===== config.mk =====
export PLATFORM = sky130hd
export DESIGN_NAME = gmcp_cell
export DESIGN_NICKNAME = d
export VERILOG_FILES = /design/src/sv/gmcp_pkg.sv /design/src/sv/gmcp_cell.sv
export SDC_FILE = /design/constraint.sdc
export NUM_CORES = 1
export LEC_CHECK = 0
export ABC_CLOCK_PERIOD_IN_PS = 1800
export BUFFER_PORTS_ARGS = -buffer_cell sky130_fd_sc_hd__buf_4
export CORE_ASPECT_RATIO = 0.75
export CORE_MARGIN = 2
export CORE_UTILIZATION = 40
export DETAILED_ROUTE_END_ITERATION = 6
export PLACE_DENSITY_LB_ADDON = 0.08
export SKIP_LAST_GASP = 1
export SYNTH_ARGS = -nofsm -noshare
export SYNTH_HDL_FRONTEND = slang
export SYNTH_SLANG_ARGS = --single-unit

===== constraint.sdc =====
create_clock -name clk -period 1.8 [get_ports clk]
set_input_delay 0.18 -clock clk [delete_from_list [all_inputs] [get_ports clk]]
set_output_delay 0.18 -clock clk [all_outputs]
set_load 0.02 [all_outputs]

===== src/sv/gmcp_pkg.sv =====
// gmcp_pkg: shared types, constants and the saturating adder for grid_min_cost_path.
// No dependencies; every other file refers to it by scoped names.
`timescale 1ns / 1ps

package gmcp_pkg;

  typedef logic signed [31:0] cost_t;
  typedef logic signed [15:0] cell_cost_t;

  localparam cost_t COST_MAX = 32'sh7FFF_FFFF;
  localparam cost_t COST_MIN = 32'sh8000_0000;

  // configuration register indexes
  typedef enum logic [0:0] {
    REG_NUM_ROWS = 1'b0,
    REG_NUM_COLS = 1'b1
  } reg_idx_t;

  // one result beat
  typedef struct packed {
    cost_t best_cost;
    logic  final_cell;
  } res_t;

  // output buffer status towards the top level
  typedef struct packed {
    logic full;
    logic out_valid;
  } buf_stat_t;

  // add a cell cost to a path cost, held to the signed 32-bit range
  function automatic cost_t sat_add(cost_t a, cell_cost_t b);
    logic [32:0] s;
    s = {a[31], a} + {{17{b[15]}}, b};
    if (s[32] != s[31]) begin
      return s[32] ? COST_MIN : COST_MAX;
    end
    return cost_t'(s[31:0]);
  endfunction

endpackage


===== src/sv/gmcp_cell.sv =====
// gmcp_cell: one column slot of the row store chain.
// Uses gmcp_pkg for the cost type.
`timescale 1ns / 1ps

module gmcp_cell #(
  parameter int IDX_W = 10,
  parameter int POS   = 0
) (
  input  logic                 clk,
  input  logic                 shift_en,
  input  logic [IDX_W-1:0]     tail_idx,
  input  gmcp_pkg::cost_t      best_in,
  input  gmcp_pkg::cost_t      next_in,
  output gmcp_pkg::cost_t      val_out
);

  gmcp_pkg::cost_t val_r;
  gmcp_pkg::cost_t val_nxt;

  // the tail slot takes the fresh cost, the others take their neighbour
  always_comb begin
    val_nxt = (tail_idx == IDX_W'(POS)) ? best_in : next_in;
  end

  always_ff @(posedge clk) begin
    if (shift_en) begin
      val_r <= val_nxt;
    end
  end

  assign val_out = val_r;

endmodule


==> impl_metrics.yaml <==
run_status:
  outcome: "completed"
synthesis:
  postSynthCellCount: 71
  syn-num-nets: 147
  seq_area_frac_synth: 0.643
  synthXorXnorAreaFrac: 0
  synthSimpleGateAreaFrac: 0.0176
  ys_types: 7
  synth_fa_ha_area_frac: 0
  synthesis.area_um2: 1490
  yosysWarnings: 0
  ys_seq_elements: 32
  avgSynthCellArea_um2: 21.0
  synth_compound_area_frac: 0
  synthMuxAreaShare: 0.317
  synth_top_family_by_area: "multiplexers"
clock_tree:
  clk_pin_slew_ns: 0.06
  hold_buffers: 0
  root_buffer: "clkbuf_8"
  numCtsBuffers: 5
  clk_path_buf_depth: 2
  cts_setup_buffers: 0
  ctsHtreeMaxLevel: 2
  cts.sinks: 32
  cts_tree: "yes"
  post_cts_resized: 0
critical_path:
  cp_max_fo: 32
  path_cells: "buf_4 -> nor4_1 -> nand3_2 -> buf_12 -> mux2_4"
  crit_buf_inv: 2
  crit_required_ns: 1.82
  crit_family: "simple AND/OR/NAND/NOR gates"
  startpoint_type: "input pin"
  cpPeakStageDelay_ns: 0.33
  critical_path_class: "in -> reg"
  end_kind: "register"
  crit_slowest_cell: "nor4_1"
  crit_arrival_ns: 1.31
timing:
  period_needed_ns: 1.29
  timing_max_transition_violations_final: 0
  finalCritPeriodShare: 0.718
  rsz0062_at_grt: "no"
  setup_violations: 0
  max_slew.worst_pin.slew_ns: 0.401
  hold_violations: 0
  max_freq_mhz: 774
  whs_ns: 0.208
  tns_ns: 0
  slew_headroom: 0.732
cells_and_area:
  area_delta_synth_final_pct: 62.6
  final_common_cell: "buf_4"
  antenna-diode-count: 0
  final_cell_mix: "107 x buf_4, 32 x edfxtp_1, 30 x mux2_4"
  nets: 259
  drive_above_1_share: 0.793
  largest_register_ffs: 32
grt:
  grt_pass1_vias: 1047
  grt_max_degree: 33
  grtUsageTotal: 0.148
  grt-ovfl-total: 0
  grt_pass1_wl_um: 4540
  antenna_found_initial: 0
detailed_routing:
  drc_errors: 0
  via_per_inst: 4.47
  post_drt_wl_per_cell_um: 13.5
  drtIter0Drc: 47
  wirelength_um: 3190
  drt_pass1_iterations: 4
  ant_nets: 0
  num_vias: 1055
placed_design:
  portBuffers: 107
  gp_congestion: 0.717
power:
  ir_drop_uv: 462
  cellPowerDensity_nw_per_um2: 724
  p_leak_nw: 1.18
die:
  chipHeight_um: 56.9
  rows: 19
  ioPinCount: 108
  die_area_um2: 4240
  initial_core_util: 0.413
  die_w_um: 74.6
  coreArea_um2: 3610
run:
  maxCapViolations: 0
hold_path:
  hp-class: "in -> reg"
[through the flow]
step / util / instance area (um^2) / std cells / total power, W / setup WS [ns]
floorplan: - / 1490 / 71 / 0.00105 / 0.387
global placement: 0.650 / 2350 / 228 / 0.00127 / 0.264
detailed placement: 0.650 / 2350 / 228 / 0.00128 / 0.219
CTS: 0.672 / 2430 / 236 / 0.00178 / 0.506
global route: 0.672 / 2430 / 236 / 0.00183 / 0.444
finish: 0.672 / 2430 / 236 / 0.00176 / 0.508
[where the power goes]
part | internal (W) | total [W] | leakage (nW) | switching, W
sequential | 0.000886 | 0.000903 | 0.313 | 0.0000167
combinational | 0.000216 | 0.000358 | 0.826 | 0.000142
clock | 0.000268 | 0.000496 | 0.0399 | 0.000228
[cells by family (layout without fill, tap and decap cells)]
family / Yosys count / in the layout
mux: 32 / 32
buf+inv: 3 / 116
simple gates: 4 / 4
flops: 32 / 32
[metal layers]
| layer | vias up | GRT usage | wire [um] |
|---|---|---|---|
| li1 | 503 | - | - |
| met1 | 474 | 0.155 | 1060 |
| met2 | 74 | 0.247 | 1630 |
| met3 | 4 | 0.0772 | 446 |
| met4 | 0 | 0.0612 | 50 |
| met5 | - | 0 | 0 |
[final cells by class]
cell class / instances / area, um^2
flip-flops and latches: 32 / 961
well taps: 52 / 65.1
clock buffers: 7 / 76.3
clock inverters: 1 / 3.75
multi-input cells: 36 / 499
repair buffers: 108 / 823
fillers: 273 / 1180
[cells in the mapped netlist]
cell / count / area, um^2
nand3_2: 1 / 10.0
nor2_1: 1 / 3.75
mux2_2: 2 / 22.5
edfxtp_1: 32 / 961
mux2_4: 30 / 450
buf_6: 3 / 33.8
nor4_1: 2 / 12.5
[final timing paths]
| check | startpoint | cells after the start | endpoint | slack (ns) |
|---|---|---|---|---|
| min | next_in[20] | 2 | val_out[20]$_DFFE_PP_ | 0.21 |
| max | tail_idx[9] | 5 | val_out[24]$_DFFE_PP_ | 0.51 |
(Power assumes the default switching activity.)
