`config.mk`:
```
export PLATFORM = sky130hd
export DESIGN_NAME = gmcp_pe
export DESIGN_NICKNAME = d
export VERILOG_FILES = /design/src/sv/gmcp_pkg.sv /design/src/sv/gmcp_pe.sv
export SDC_FILE = /design/constraint.sdc
export NUM_CORES = 1
export LEC_CHECK = 0
export BUFFER_PORTS_ARGS = -buffer_cell sky130_fd_sc_hd__buf_2
export CAP_MARGIN = 20
export CORE_AREA = 2 2 169 138
export CTS_CLUSTER_SIZE = 28
export DETAILED_ROUTE_END_ITERATION = 6
export DIE_AREA = 0 0 171 140
export PLACE_DENSITY_LB_ADDON = 0.15
export SYNTH_ARGS = -nofsm -noshare
export SYNTH_HDL_FRONTEND = slang
export SYNTH_SLANG_ARGS = --single-unit
```
`constraint.sdc`:
```
create_clock -name clk -period 12.7 [get_ports clk]
set_input_delay 0.635 -clock clk [delete_from_list [all_inputs] [get_ports clk]]
set_output_delay 0.635 -clock clk [all_outputs]
set_load 0.01 [all_outputs]
```
`src/sv/gmcp_pkg.sv`:
```
// gmcp_pkg: shared types, constants and the saturating adder for grid_min_cost_path.
// No dependencies; every other file refers to it by scoped names.
`timescale 1ns / 1ps

package gmcp_pkg;

  typedef logic signed [31:0] cost_t;
  typedef logic signed [15:0] cell_cost_t;

  localparam cost_t COST_MAX = 32'sh7FFF_FFFF;
  localparam cost_t COST_MIN = 32'sh8000_0000;

  // configuration register indexes
  typedef enum logic [0:0] {
    REG_NUM_ROWS = 1'b0,
    REG_NUM_COLS = 1'b1
  } reg_idx_t;

  // one result beat
  typedef struct packed {
    cost_t best_cost;
    logic  final_cell;
  } res_t;

  // output buffer status towards the top level
  typedef struct packed {
    logic full;
    logic out_valid;
  } buf_stat_t;

  // add a cell cost to a path cost, held to the signed 32-bit range
  function automatic cost_t sat_add(cost_t a, cell_cost_t b);
    logic [32:0] s;
    s = {a[31], a} + {{17{b[15]}}, b};
    if (s[32] != s[31]) begin
      return s[32] ? COST_MIN : COST_MAX;
    end
    return cost_t'(s[31:0]);
  endfunction

endpackage

```
`src/sv/gmcp_pe.sv`:
```
// gmcp_pe: position counters, left and diagonal costs, three-way minimum and add.
// Uses gmcp_pkg for types and the saturating adder.
`timescale 1ns / 1ps

module gmcp_pe #(
  parameter int CIDX_W = 10,
  parameter int RIDX_W = 10
) (
  input  logic                  clk,
  input  logic                  rst_n,
  input  logic                  accept,
  input  logic                  restart,
  input  gmcp_pkg::cell_cost_t  cell_cost,
  input  gmcp_pkg::cost_t       up_cost,
  input  logic [CIDX_W-1:0]     cols_last,
  input  logic [RIDX_W-1:0]     rows_last,
  output gmcp_pkg::res_t        res
);

  gmcp_pkg::cost_t     left_r, left_nxt;
  gmcp_pkg::cost_t     diag_r, diag_nxt;
  logic [CIDX_W-1:0]   col_r, col_nxt;
  logic [RIDX_W-1:0]   row_r, row_nxt;

  logic                have_left;
  logic                have_up;
  logic                last;
  gmcp_pkg::cost_t     m;
  gmcp_pkg::cost_t     best;

  always_comb begin
    have_left = (col_r != '0);
    have_up   = (row_r != '0);
    m = left_r;
    if (have_up) begin
      if (!have_left || (up_cost < m)) begin
        m = up_cost;
      end
      if (have_left && (diag_r < m)) begin
        m = diag_r;
      end
    end
    if (have_left || have_up) begin
      best = gmcp_pkg::sat_add(m, cell_cost);
    end else begin
      best = {{16{cell_cost[15]}}, cell_cost};
    end
    last = (row_r == rows_last) && (col_r == cols_last);
  end

  always_comb begin
    left_nxt = left_r;
    diag_nxt = diag_r;
    col_nxt  = col_r;
    row_nxt  = row_r;
    if (restart) begin
      col_nxt = '0;
      row_nxt = '0;
    end else if (accept) begin
      diag_nxt = up_cost;
      left_nxt = best;
      if (col_r == cols_last) begin
        col_nxt = '0;
        row_nxt = last ? '0 : row_r + 1'b1;
      end else begin
        col_nxt = col_r + 1'b1;
      end
    end
  end

  always_ff @(posedge clk) begin
    if (!rst_n) begin
      left_r <= '0;
      diag_r <= '0;
      col_r  <= '0;
      row_r  <= '0;
    end else begin
      left_r <= left_nxt;
      diag_r <= diag_nxt;
      col_r  <= col_nxt;
      row_r  <= row_nxt;
    end
  end

  assign res = '{best_cost: best, final_cell: last};

endmodule

```
==> flow_metrics.env <==
export IMPL_postCtsResizedCells=0
export IMPL_async_flop_share_pct=0
export IMPL_drt_wl_total_mm=25.1
export IMPL_max_freq_mhz=95.6
export IMPL_die_y_um=140
export IMPL_syn_area_mm2=0.00806
export IMPL_finClkSkew_ns=0.00956
export IMPL_syn_num_nets=1229
export IMPL_grt_util_all_layers_pct=20.9
export IMPL_cts_tree="yes"
export IMPL_synthFlopType="dfxtp_1"
export IMPL_cp_common_cell="a21oi_1"
export IMPL_syn_area_per_cell_um2=7.62
export IMPL_layout_common_cells="123 x nand2_1, 111 x nor2_1, 104 x buf_2, 98 x ha_1, 87 x a21oi_1"
export IMPL_crit_fanout=57
export IMPL_p_leak_nw=3.87
export IMPL_drive_gt1_share_pct=15.2
export IMPL_grt_pass1_wl_mm=39.1
export IMPL_wl_per_cell_um=17.3
export IMPL_via_count=7687
export IMPL_ys_seq_area_share_pct=20.9
export IMPL_cap_violations=0
export IMPL_power_total_mw=0.872
export IMPL_endpoint_kind="output port"
export IMPL_arrival_ns=9.82
export IMPL_clockRootBuffer="clkbuf_16"
export IMPL_cp_data_required_time_ns=12.06
export IMPL_slew_headroom_pct=27.7
export IMPL_critPathMaxStageDelay_ns=0.69
export IMPL_ys_ff_latch=84
export IMPL_tightestPinTransition_ns=1.08
export IMPL_r2r_start="left_r[13]"
export IMPL_rr_endpoint="left_r[1]"
export IMPL_hold_class="reg2reg"
export IMPL_dp_cells=1430
export IMPL_holdBufCountCts=0
export IMPL_setup_viol=0
export IMPL_io_pins=105
export IMPL_synth_edf_count=0
export IMPL_die_area_mm2=0.0239
export IMPL_hold_depth=2
export IMPL_peakVddDrop_v=0.0000599
export IMPL_row_count=49
export IMPL_post_cts_buffers=0
export IMPL_gp_congestion=0.901
export IMPL_critPathLaunchType="flop"
export IMPL_core_mm2=0.0222
export IMPL_final_common_cell="nand2_1"
export IMPL_grt_overflow_total=0
export IMPL_viasPerCell=5.31
export IMPL_grt_start_max_net_pins=65
export IMPL_drtPass1Iterations=5
export IMPL_clock_sinks=84
export IMPL_slew_violations=0
export IMPL_cts_buffers=9
export IMPL_nFillCells=2403
export IMPL_grt_pass1_vias=6941
export IMPL_timing_final_crit_share_pct=82.3
export IMPL_final_nets=1307
export IMPL_period_needed_ns=10.46
export IMPL_cts_htree_levels=3
export IMPL_rsz0062_at_grt="no"
export IMPL_area_growth_pct=13.9
export IMPL_antenna_found_initial=0
export IMPL_clk_latency_ns=0.36
export IMPL_diodes=0
export IMPL_slowest_stage="nor3_2"
export IMPL_syn_inst=1058
export IMPL_io_buffers=104
export IMPL_path_class="reg2out"
export IMPL_r2r_cells=34
export IMPL_synth_distinct_cells=62
export IMPL_drt_iter0_drc=616
export IMPL_drc=0
export IMPL_power_density_mw_per_mm2=95.0
export IMPL_die_x_um=171
export IMPL_synth_warnings=0
export IMPL_min_to="left_r[8]"
export IMPL_tns_ns=0
export IMPL_clk_path_buf_depth=2
export IMPL_start_util_pct=36.3
export IMPL_hold_violations=0
export IMPL_fin_cells=1447
export IMPL_cts_clk_slew_worst_paths_ns=0.07
export IMPL_ant_nets=0
export IMPL_status="finished clean"
export IMPL_reg2reg_slack_ns=3.09
export IMPL_hold_path_startpoint="left_r[8]"
export IMPL_dp_hpwl_mm=19.6
[routing by layer]
| metal | up-vias | global-route usage (%) | wire (µm) |
|---|---|---|---|
| met5 | - | 0 | 0 |
| met4 | 0 | 4.33 | 220 |
| met3 | 13 | 2.91 | 1470 |
| met2 | 215 | 25.8 | 9140 |
| met1 | 3525 | 36.2 | 14200 |
| li1 | 3934 | - | - |
[power breakdown]
group	switching (mW)	leakage, nW	total [mW]	internal (mW)
Clock	0.122	0.162	0.300	0.178
Combinational	0.170	3.02	0.285	0.116
Sequential	0.0119	0.685	0.287	0.275
Total	0.303	3.87	0.872	0.569
[through the flow]
stage	setup WS, ns	area (µm²)	utilization (%)	hold WS [ns]
global placement	2.22	8830	39.8	0.453
global route	1.58	9180	41.4	0.482
floorplan	3.63	8060	-	0.438
CTS	1.91	9160	41.3	0.467
finish	2.24	9180	41.4	0.468
detailed placement	1.97	8830	39.8	0.458
[worst max path at each step]
stage	start	endpoint	cells past startpoint
floorplan	up_cost[31]	res[28]	33
global placement	up_cost[27]	res[20]	32
detailed placement	up_cost[13]	res[20]	34
CTS	left_r[27]	res[20]	33
global route	left_r[27]	res[20]	35
finish	left_r[13]	res[21]	35
[cell usage after synthesis (9+ instances only)]
master	instances	area share (%)
inv_1	44	2.0
xor2_1	31	3.4
nor2b_1	19	1.5
nand3_1	20	1.2
nor3_1	9	0.56
a21o_1	22	2.0
nand4_1	18	1.4
o21ai_0	17	1.1
ha_1	98	15
a21boi_0	34	3.2
mux2i_1	35	4.3
clkbuf_1	39	1.8
o21ai_1	34	2.1
a21oi_1	87	5.4
dfxtp_1	84	21
or2_2	34	2.6
a2bb2oi_1	32	3.5
nor2_1	111	5.2
o31ai_1	10	0.93
xnor2_1	31	3.4
nand2b_1	11	0.85
a22o_1	11	1.2
nand2_1	123	5.7
[critical path: cells and delay by family, from the launching register on]
family / cells / cell delay, ns
compound gates: 20 / 4.61
simple gates: 5 / 1.69
fa+ha+maj: 4 / 1.25
buf+inv: 4 / 0.80
mux: 2 / 0.72
flops: 1 / 0.36
[registers in the layout, indices dropped and copies added (netlist names)]
register,count
row_r,10
col_r,10
left_r,32
diag_r,32
[area by class of cell]
| type | count | area [µm²] | area share, % |
|---|---|---|---|
| clock buffers | 10 | 239 | 2.60 |
| repair buffers | 114 | 608 | 6.63 |
| well taps | 306 | 383 | 4.17 |
| multi-input cells | 883 | 6010 | 65.5 |
| inverters | 44 | 165 | 1.80 |
| clock inverters | 6 | 87.6 | 0.954 |
| flip-flops and latches | 84 | 1680 | 18.3 |
[cell families after synthesis]
| family | count (synthesis) | share of synthesized area [%] |
|---|---|---|
| xor+xnor | 62 | 6.74 |
| buf+inv | 91 | 4.61 |
| simple gates | 375 | 21.7 |
| flops | 84 | 20.9 |
| compound gates | 306 | 25.4 |
| mux | 37 | 4.66 |
| fa+ha+maj | 103 | 16.0 |
(Power assumes the default switching activity.)
