`config.mk`:
```
export PLATFORM = sky130hd
export DESIGN_NAME = gmcp_skid
export DESIGN_NICKNAME = d
export VERILOG_FILES = /design/src/sv/gmcp_pkg.sv /design/src/sv/gmcp_skid.sv
export SDC_FILE = /design/constraint.sdc
export NUM_CORES = 1
export LEC_CHECK = 0
export ABC_AREA = 1
export BUFFER_PORTS_ARGS = -buffer_cell sky130_fd_sc_hd__buf_2
export CAP_MARGIN = 30
export CORE_UTILIZATION = 55
export DETAILED_ROUTE_END_ITERATION = 10
export PLACE_DENSITY = 0.84
export SKIP_CTS_REPAIR_TIMING = 1
export SYNTH_ARGS = -nofsm -noshare
export SYNTH_HDL_FRONTEND = slang
export SYNTH_SLANG_ARGS = --single-unit
export TNS_END_PERCENT = 10
```
`constraint.sdc`:
```
create_clock -name clk -period 7.4 [get_ports clk]
set_input_delay 0.37 -clock clk [delete_from_list [all_inputs] [get_ports clk]]
set_output_delay 0.37 -clock clk [all_outputs]
set_load 0.01 [all_outputs]
```
`src/sv/gmcp_pkg.sv`:
```
// gmcp_pkg: shared types, constants and the saturating adder for grid_min_cost_path.
// No dependencies; every other file refers to it by scoped names.
`timescale 1ns / 1ps

package gmcp_pkg;

  typedef logic signed [31:0] cost_t;
  typedef logic signed [15:0] cell_cost_t;

  localparam cost_t COST_MAX = 32'sh7FFF_FFFF;
  localparam cost_t COST_MIN = 32'sh8000_0000;

  // configuration register indexes
  typedef enum logic [0:0] {
    REG_NUM_ROWS = 1'b0,
    REG_NUM_COLS = 1'b1
  } reg_idx_t;

  // one result beat
  typedef struct packed {
    cost_t best_cost;
    logic  final_cell;
  } res_t;

  // output buffer status towards the top level
  typedef struct packed {
    logic full;
    logic out_valid;
  } buf_stat_t;

  // add a cell cost to a path cost, held to the signed 32-bit range
  function automatic cost_t sat_add(cost_t a, cell_cost_t b);
    logic [32:0] s;
    s = {a[31], a} + {{17{b[15]}}, b};
    if (s[32] != s[31]) begin
      return s[32] ? COST_MIN : COST_MAX;
    end
    return cost_t'(s[31:0]);
  endfunction

endpackage

```
`src/sv/gmcp_skid.sv`:
```
// gmcp_skid: two-entry output buffer that parts the input and result sides.
// Uses gmcp_pkg for the result and status types.
`timescale 1ns / 1ps

module gmcp_skid (
  input  logic                 clk,
  input  logic                 rst_n,
  input  logic                 push,
  input  gmcp_pkg::res_t       push_data,
  input  logic                 pop_ready,
  output gmcp_pkg::res_t       out_data,
  output gmcp_pkg::buf_stat_t  stat
);

  logic            out_v_r, out_v_nxt;
  logic            skid_v_r, skid_v_nxt;
  gmcp_pkg::res_t  out_d_r, out_d_nxt;
  gmcp_pkg::res_t  skid_d_r, skid_d_nxt;
  logic            pop;

  always_comb begin
    pop        = out_v_r && pop_ready;
    out_v_nxt  = out_v_r;
    out_d_nxt  = out_d_r;
    skid_v_nxt = skid_v_r;
    skid_d_nxt = skid_d_r;
    if (pop || !out_v_r) begin
      // output slot frees: refill from the skid first, else from the new beat
      if (skid_v_r) begin
        out_v_nxt  = 1'b1;
        out_d_nxt  = skid_d_r;
        skid_v_nxt = 1'b0;
      end else begin
        out_v_nxt = push;
        out_d_nxt = push_data;
      end
    end else if (push) begin
      // output stalled: park the new beat
      skid_v_nxt = 1'b1;
      skid_d_nxt = push_data;
    end
  end

  always_ff @(posedge clk) begin
    if (!rst_n) begin
      out_v_r  <= 1'b0;
      skid_v_r <= 1'b0;
    end else begin
      out_v_r  <= out_v_nxt;
      skid_v_r <= skid_v_nxt;
    end
  end

  always_ff @(posedge clk) begin
    out_d_r  <= out_d_nxt;
    skid_d_r <= skid_d_nxt;
  end

  assign out_data = out_d_r;
  assign stat     = '{full: skid_v_r, out_valid: out_v_r};

endmodule

```
==> results of run 1 <==
## layer usage
| metal | vias up | GRT usage | routed length (um) |
|---|---|---|---|
| met3 | 4 | 0.0823 | 240 |
| met5 | - | 0 | 0 |
| li1 | 765 | - | - |
| met1 | 674 | 0.228 | 1790 |
| met4 | 0 | 0.0733 | 19 |
| met2 | 56 | 0.265 | 1910 |
## registers in the layout (all words and copies together), names as in the netlist
signal and count:
skid_d_r 33, skid_v_r 1, out_v_r 1, out_data 33
## critical path, cell delays in order (launching register included)
cell and delay [ns]:
dfxtp_1 0.36, nand2_2 0.47, nor2_4 0.91
## report_power, final
part | switching, mW | internal [mW]
Sequential | 0.00722 | 0.447
Combinational | 0.0309 | 0.0219
Clock | 0.123 | 0.115
## path summary, 6_finish.rpt
kind	from	to	slack, ns	cells after the start
setup reg to reg	out_v_r$_SDFFE_PN0P_	skid_d_r[12]$_DFFE_PP_	5.26	2
hold reg to reg	out_v_r$_SDFFE_PN0P_	skid_v_r$_SDFFE_PP0P_	0.50	2
setup / recovery	out_v_r$_SDFFE_PN0P_	skid_d_r[12]$_DFFE_PP_	5.26	2
hold / removal	push_data[7]	skid_d_r[7]$_DFFE_PP_	0.23	1
## per-stage QoR
step / utilization / area (um^2) / power (mW) / setup WS, ns
2_1_floorplan: - / 2530 / 0.486 / 4.31
3_3_place_gp: 0.662 / 2900 / 0.513 / 5.12
3_5_place_dp: 0.662 / 2900 / 0.516 / 5.04
4_1_cts: 0.696 / 3050 / 0.753 / 5.22
5_1_grt: 0.696 / 3050 / 0.775 / 5.09
6_report: 0.696 / 3050 / 0.745 / 5.26
## cell type report
cell class / instances / area [um^2]
well taps: 52 / 65.1
clock buffers: 10 / 128
inverters: 35 / 131
repair buffers: 71 / 355
clock inverters: 5 / 20.0
flip-flops and latches: 68 / 2020
fillers: 322 / 1330
multi-input cells: 73 / 328
## cell families after synthesis
family          share of synthesized area
compound gates                     0.0672
buf+inv                            0.0765
flops                               0.798
simple gates                       0.0583
## synthesized netlist by cell type, drive strengths merged
cell type,instances,area (um^2)
buf,7,55.1
clkbuf,2,7.51
dfxtp,2,40.0
edfxtp,66,1980
inv,35,131
nand2,35,131
nand3,1,5.00
nor2,3,11.3
o21ai,34,170
==> flow_metrics.tcl, run 1 <==
set metrics [dict create \
    synth.distinct_cells 12 \
    ys_seq_area_frac 0.798 \
    tightest_slew_ns 0.998 \
    first_global_vias 1410 \
    die-area_um2 4880 \
    clockRootBuffer "clkbuf_8" \
    place.gp.congestion 0.711 \
    dieHeight_um 69.9 \
    netlist_instances 185 \
    place_inst 299 \
    portBuffers 71 \
    p_leak_nw 1.28 \
    final_cell_mix "buf_2, edfxtp_1, inv_1" \
    grt_max_degree 70 \
    yosysWarnings 0 \
    irDropWorstVdd_v 0.000169 \
    core_um2 4380 \
    cts-htree-levels 3 \
    final_common_cell "buf_2" \
    fin_nets 295 \
    hold_class "in2reg" \
    clock-sinks 68 \
    cp.arrival_ns 2.09 \
    drc 0 \
    rsz0062_at_grt "false" \
    cap_violations 0 \
    relSlewSlack 0.335 \
    clkTransAtPathRegs_ns 0.07 \
    routed_wl_mm 3.96 \
    synth_area_per_cell_um2 13.7 \
    critPathCaptureType "flip-flop" \
    drive_gt1_frac 0.321 \
    ys_seq_elements 68 \
    fin_tns_setup_ns 0 \
    viasPerCell 4.77 \
    antenna_found_initial 0 \
    fp-row-count 24 \
    hold_viol_final 0 \
    antenna_cells 0 \
    drt-pass1-iter-count 4 \
    clock_skew_ns 0.00553 \
    cts_buffer_depth 2 \
    startpoint_type "flip-flop" \
    antenna_left 0 \
    synth_area_um2 2530 \
    pin_count 72 \
    hpwl_mm 2.56 \
    crit_fanout 34 \
    setup_viol 0 \
    slew_viol_final 0 \
    clock_latency_ns 0.33 \
    synth.net_count 222 \
    die_w_um 69.9 \
    max_freq_ghz 0.467 \
    min_period_over_period 0.289 \
    route.vias.total 1499 \
    grt_pass1_wl_mm 6.34 \
    area_delta_synth_final_pct 20.4 \
    grt_overflow 0 \
    status "finished, final reports clean" \
    stdcell_count 314 \
    crit_type "reg2reg" \
    powerDensity_nw_per_um2 244 \
    whs_ns 0.226 \
    cts_tree "yes" \
    numCtsBuffers 9 \
    worstPathRequired_ns 7.35 \
    grt.total_usage 0.178 \
    start_util 0.578 \
    dr.first_iter.drc_count 90 \
    wire_per_inst_um 12.6 \
    finalCriticalPeriod_ns 2.14 \
]
No activity file was read; power rests on OpenSTA's default activity.
==> run 2, diff against run 1 <==
- CORE_UTILIZATION: 55 -> 51
- PLACE_DENSITY: 0.84 -> 0.78
- clock period: 7.4 -> 2.2 ns (I/O delays scaled with it)
==> run 2 against run 1 <==
Die area grew 7.6%. Clock power grew to 4.5 times the previous value. Largest power group unchanged. Count of clock-buffer cells in the layout grew 1. Sequential share of layout area is 8.6 points lower. Non-clock buffer count is 36 higher. Design area increased by 15%. First-iteration DRC count grew 6.7%. Register-to-register slack got worse by 4.4 ns.
==> flow_metrics.tcl, run 2 (synthesis results as in run 1) <==
set metrics [dict create \
    status "finished, final reports clean" \
    clockRootBuffer "clkbuf_8" \
    clock_latency_ns 0.34 \
    dieHeight_um 72.5 \
    hold_path_end "out_v_r$_SDFFE_PN0P_" \
    wire_per_inst_um 12.9 \
    grt_max_degree 42 \
    clkPwrFrac 0.380 \
    worstPathCellList "buf_12 > buf_2" \
    antenna_cells 0 \
    whs_path_depth 3 \
    rsz0062_at_grt "false" \
    critPathCaptureType "output pin" \
    slew_viol_final 0 \
    slowest_stage "dfxtp_2" \
    crit_family "flip-flops" \
    place.gp.congestion 0.779 \
    final_cell_mix "buf_2, edfxtp_1, inv_1, nand2_1, dlygate4sd3_1" \
    powerDensity_nw_per_um2 811 \
    hold_class "in2reg" \
    comb_power_share 0.084 \
    pin_count 72 \
    grt_overflow 0 \
    fin_nets 331 \
    viasPerCell 4.57 \
    route.vias.total 1672 \
    reg2reg_from "skid_v_r$_SDFFE_PP0P_" \
    fp-row-count 25 \
    reg2reg_depth 2 \
    finalPower_mw 2.84 \
    antenna_left 0 \
    final_common_cell "buf_2" \
    sw_frac_of_total 0.207 \
    p_leak_nw 1.46 \
    crit_fanout 41 \
    crit_type "reg2out" \
    cp.arrival_ns 1.40 \
    first_global_vias 1401 \
    start_util 0.533 \
    grt.total_usage 0.170 \
    p_switching_mw 0.589 \
    drive_gt1_frac 0.298 \
    critPathMaxStageDelay_ns 0.64 \
    worstHoldStart "rst_n" \
    critPathLaunch "skid_v_r$_SDFFE_PP0P_" \
    finalCriticalPeriod_ns 1.51 \
    nFillCells 335 \
    die_w_um 72.5 \
    portBuffers 71 \
    routed_wl_mm 4.71 \
    hpwl_mm 2.68 \
    tightest_slew_ns 0.486 \
    antenna_found_initial 0 \
    cts_tree "yes" \
    irDropWorstVdd_v 0.000475 \
    clkTransAtPathRegs_ns 0.07 \
    clock-sinks 68 \
    intPower_mw 2.25 \
    rrSetupSlack_ns 0.90 \
    max_freq_ghz 0.664 \
    clock_skew_ns 0.00683 \
    fin_tns_setup_ns 0 \
    area_delta_synth_final_pct 38.3 \
    min_period_over_period 0.684 \
    r2r_end "out_data[28]$_DFFE_PP_" \
    cts-htree-levels 3 \
    sequentialPowerShare 0.536 \
    drc 0 \
    dr.first_iter.drc_count 96 \
    cts_buffer_depth 2 \
    grt_pass1_wl_mm 6.37 \
    die-area_um2 5250 \
    cap_violations 0 \
    hold_viol_final 0 \
    startpoint_type "flip-flop" \
    drt-pass1-iter-count 4 \
    setup_viol 0 \
    relSlewSlack 0.676 \
    numCtsBuffers 9 \
    worstPathRequired_ns 2.09 \
    core_um2 4750 \
    crit_buf_inv 2 \
]
## run 2: cell types whose count changed in the layout (fill, tap and decap cells not counted), sizes merged
cell,previous run,this run
dlygate4sd3,0,33
buf,71,74
clkinv,5,2
bufinv,0,2
clkbuf,10,11
clkinvlp,0,1
## run 2: metrics by stage
| stage | util | hold slack [ns] | setup WS (ns) | instances | instance area [um^2] |
|---|---|---|---|---|---|
| finish | 0.737 | 0.0219 | 0.695 | 366 | 3500 |
| global route | 0.737 | 0.0331 | 0.613 | 366 | 3500 |
| CTS | 0.668 | -0.0508 | 0.686 | 333 | 3170 |
| detailed placement | 0.624 | 0.304 | 0.897 | 317 | 2970 |
| global placement | 0.624 | 0.302 | 0.932 | 317 | 2970 |
| floorplan | - | 0.209 | 0.0657 | 185 | 2540 |
## run 2: power groups by stage
stage               Combinational (mW)  Sequential [mW]  Clock (mW)
detailed placement               0.190             1.55           0
CTS                              0.190             1.52        1.09
global placement                 0.184             1.55           0
global route                     0.262             1.53        1.14
finish                           0.238             1.52        1.08
floorplan                       0.0574             1.58           0
## run 2: metal layers
| metal | routed length, um | vias to the layer above | share of wire | global-route usage |
|---|---|---|---|---|
| met3 | 180 | 15 | 0.038 | 0.0403 |
| li1 | - | 840 | - | - |
| met4 | 184 | 0 | 0.039 | 0.126 |
| met2 | 2540 | 55 | 0.54 | 0.281 |
| met1 | 1800 | 762 | 0.38 | 0.192 |
| met5 | 0 | - | 0 | 0 |
## run 2: final cells by class
type | count | area, um^2 | share of cell area
multi-input cells | 73 | 325 | 0.0928
clock buffers | 11 | 131 | 0.0375
repair buffers | 107 | 733 | 0.209
clock inverters | 5 | 76.3 | 0.0218
well taps | 67 | 83.8 | 0.0239
flip-flops and latches | 68 | 2020 | 0.577
inverters | 35 | 131 | 0.0375
## run 2: worst max-delay path by stage
stage | end | cells after the start | slack, ns
3_3_place_gp | skid_d_r[25]$_DFFE_PP_ | 3 | 0.93
4_1_cts | stat[1] | 2 | 0.69
2_1_floorplan | skid_d_r[0]$_DFFE_PP_ | 2 | 0.07
6_report | stat[1] | 2 | 0.69
3_5_place_dp | skid_d_r[23]$_DFFE_PP_ | 3 | 0.90
5_1_grt | stat[1] | 2 | 0.61
## run 2: worst register-to-register path, cell delays in order (launching register included)
cell and delay, ns:
dfxtp_2 0.64, buf_12 0.26, o21ai_0 0.14
==> run 3, diff against run 2 <==
- ABC_AREA: 1 -> 0
- clock period: 2.2 -> 1.4 ns (I/O delays scaled with it)
==> run 3 against run 2 <==
Non-clock buffer count rose by 4. Routed wire length decreased by 4.5%. Total power is 56% higher. Synthesized cell count is 39% lower. Via count shrank 15%. First-iteration DRC count fell by 34%. Sequential share of layout area down 2.1 points. Utilization up 1.3 points. Largest power group unchanged. Clock power increased by 54%. Die area up 3.6%.
==> flow_metrics.tcl, run 3 <==
set metrics [dict create \
    finalCriticalPeriod_ns 1.21 \
    intPower_mw 3.58 \
    yosysTopAreaCellShare 0.754 \
    tightest_slew_ns 0.260 \
    irDropWorstVdd_v 0.000982 \
    clock_skew_ns 0.00672 \
    final_common_cell "buf_2" \
    max_freq_ghz 0.830 \
    cts_buffer_depth 2 \
    drc 0 \
    clkTransAtPathRegs_ns 0.07 \
    portBuffers 71 \
    min_period_over_period 0.861 \
    route.vias.total 1414 \
    dieHeight_um 73.8 \
    grt.total_usage 0.169 \
    reg2reg_depth 2 \
    synth.distinct_cells 13 \
    slew_viol_final 0 \
    worstPathCellList "buf_4 > mux2_2" \
    drt-pass1-iter-count 3 \
    final-seq-area_um2 2020 \
    synth_commonest_cells "edfxtp_1, mux2_4, mux2_2" \
    crit_fanout 9 \
    worstPathRequired_ns 1.48 \
    synthTopCellsByArea "edfxtp_1, mux2_4, buf_12, mux2_2, dfxtp_1" \
    multi_input_area_um2 532 \
    pin_count 72 \
    startpoint_type "flip-flop" \
    fin_util 0.750 \
    hold_viol_final 0 \
    synth_area_um2 2630 \
    critPathCaptureType "flip-flop" \
    cts-htree-levels 3 \
    synth.net_count 150 \
    sequentialPowerShare 0.534 \
    synth_area_per_cell_um2 23.3 \
    slowest_stage "dfxtp_2" \
    clock_latency_ns 0.33 \
    critPathMaxStageDelay_ns 0.38 \
    cp.arrival_ns 1.28 \
    clock-sinks 68 \
    setup_viol 0 \
    status "finished, final reports clean" \
    routed_wl_mm 4.49 \
    die-area_um2 5450 \
    final_cell_mix "buf_2, edfxtp_1, dlygate4sd3_1" \
    whs_path_depth 2 \
    crit_type "reg2reg" \
    relSlewSlack 0.826 \
    p_switching_mw 0.866 \
    drive_gt1_frac 0.560 \
    dr.first_iter.drc_count 63 \
    comb_power_share 0.092 \
    area_delta_synth_final_pct 38.4 \
    core_um2 4850 \
    antenna_found_initial 0 \
    place.gp.congestion 0.687 \
    cts_tree "yes" \
    ys_seq_area_frac 0.769 \
    start_util 0.542 \
    wire_per_inst_um 14.9 \
    yosysWarnings 0 \
    rsz0062_at_grt "false" \
    viasPerCell 4.70 \
    numCtsBuffers 9 \
    hpwl_mm 3.01 \
    synth_most_common_cell "edfxtp_1" \
    grt_max_degree 20 \
    async_reset_ff_frac 0 \
    netlist_instances 113 \
    fin_nets 266 \
    yosys.area.top_type "edfxtp_1" \
    p_leak_nw 1.47 \
    antenna_left 0 \
    placed_area_um2 3100 \
    synth_enable_flop_cells 66 \
    hold_class "in2reg" \
    first_global_vias 1318 \
    nFillCells 311 \
    powerDensity_nw_per_um2 1220 \
    sw_frac_of_total 0.195 \
    ys_seq_elements 68 \
    antenna_cells 0 \
    grt_pass1_wl_mm 6.30 \
    clkPwrFrac 0.373 \
    synth_ff_type "edfxtp_1" \
    grt_overflow 0 \
    cap_violations 0 \
    die_w_um 73.8 \
    fp-row-count 25 \
    clockRootBuffer "clkbuf_8" \
    final_cell_area_um2 3640 \
]
[run 3: changes by cell type after synthesis, sizes merged, moves of 2 or more]
cell    change
clkbuf      -2
mux2       +33
inv        -34
nand2      -35
o21ai      -34
[run 3: layout make-up]
class,instances,area share
multi-input cells,38,0.146
clock buffers,10,0.0351
flip-flops and latches,68,0.556
inverters,1,0.00103
repair buffers,111,0.217
well taps,67,0.0230
clock inverters,6,0.0217
[run 3: path summary, 6_finish.rpt]
kind	slack [ns]	startpoint	to
max reg2reg	0.19	skid_v_r$_SDFFE_PP0P_	out_data[32]$_DFFE_PP_
max	0.19	skid_v_r$_SDFFE_PP0P_	out_data[32]$_DFFE_PP_
min reg2reg	0.55	skid_d_r[16]$_DFFE_PP_	out_data[16]$_DFFE_PP_
min	0.02	rst_n	out_v_r$_SDFFE_PN0P_
[run 3: metrics by stage]
stage               power [mW]  instances  hold slack [ns]  TNS (ns)  setup slack, ns
floorplan                 2.60        113            0.169     -5.15           -0.156
global placement          2.74        252            0.262         0            0.233
detailed placement        2.76        252            0.264         0            0.191
CTS                       4.41        268          -0.0832         0            0.189
global route              4.59        301           0.0219         0            0.163
finish                    4.44        301           0.0233         0            0.195
[run 3: cell families after synthesis]
kind of cell / share of synthesized area
flops: 0.769
mux: 0.183
buf+inv: 0.0343
simple gates: 0.0109
compound gates: 0.00286
[run 3: layer usage]
layer,vias to the layer above,wire [um],global-route usage
met5,-,0,0
met4,0,102,0.107
met3,10,159,0.0398
met2,47,2340,0.270
met1,684,1890,0.206
li1,673,-,-
[run 3: critical path: cells and delay by family (launching register included)]
family | cells | cell delay [ns]
flops | 1 | 0.38
buf+inv | 1 | 0.22
mux | 1 | 0.36
[run 3: power by group through the flow]
stage	Clock (mW)	Sequential, mW	Combinational, mW
floorplan	0	2.46	0.136
global placement	0	2.41	0.327
detailed placement	0	2.42	0.342
CTS	1.69	2.37	0.343
global route	1.76	2.38	0.445
finish	1.66	2.37	0.409
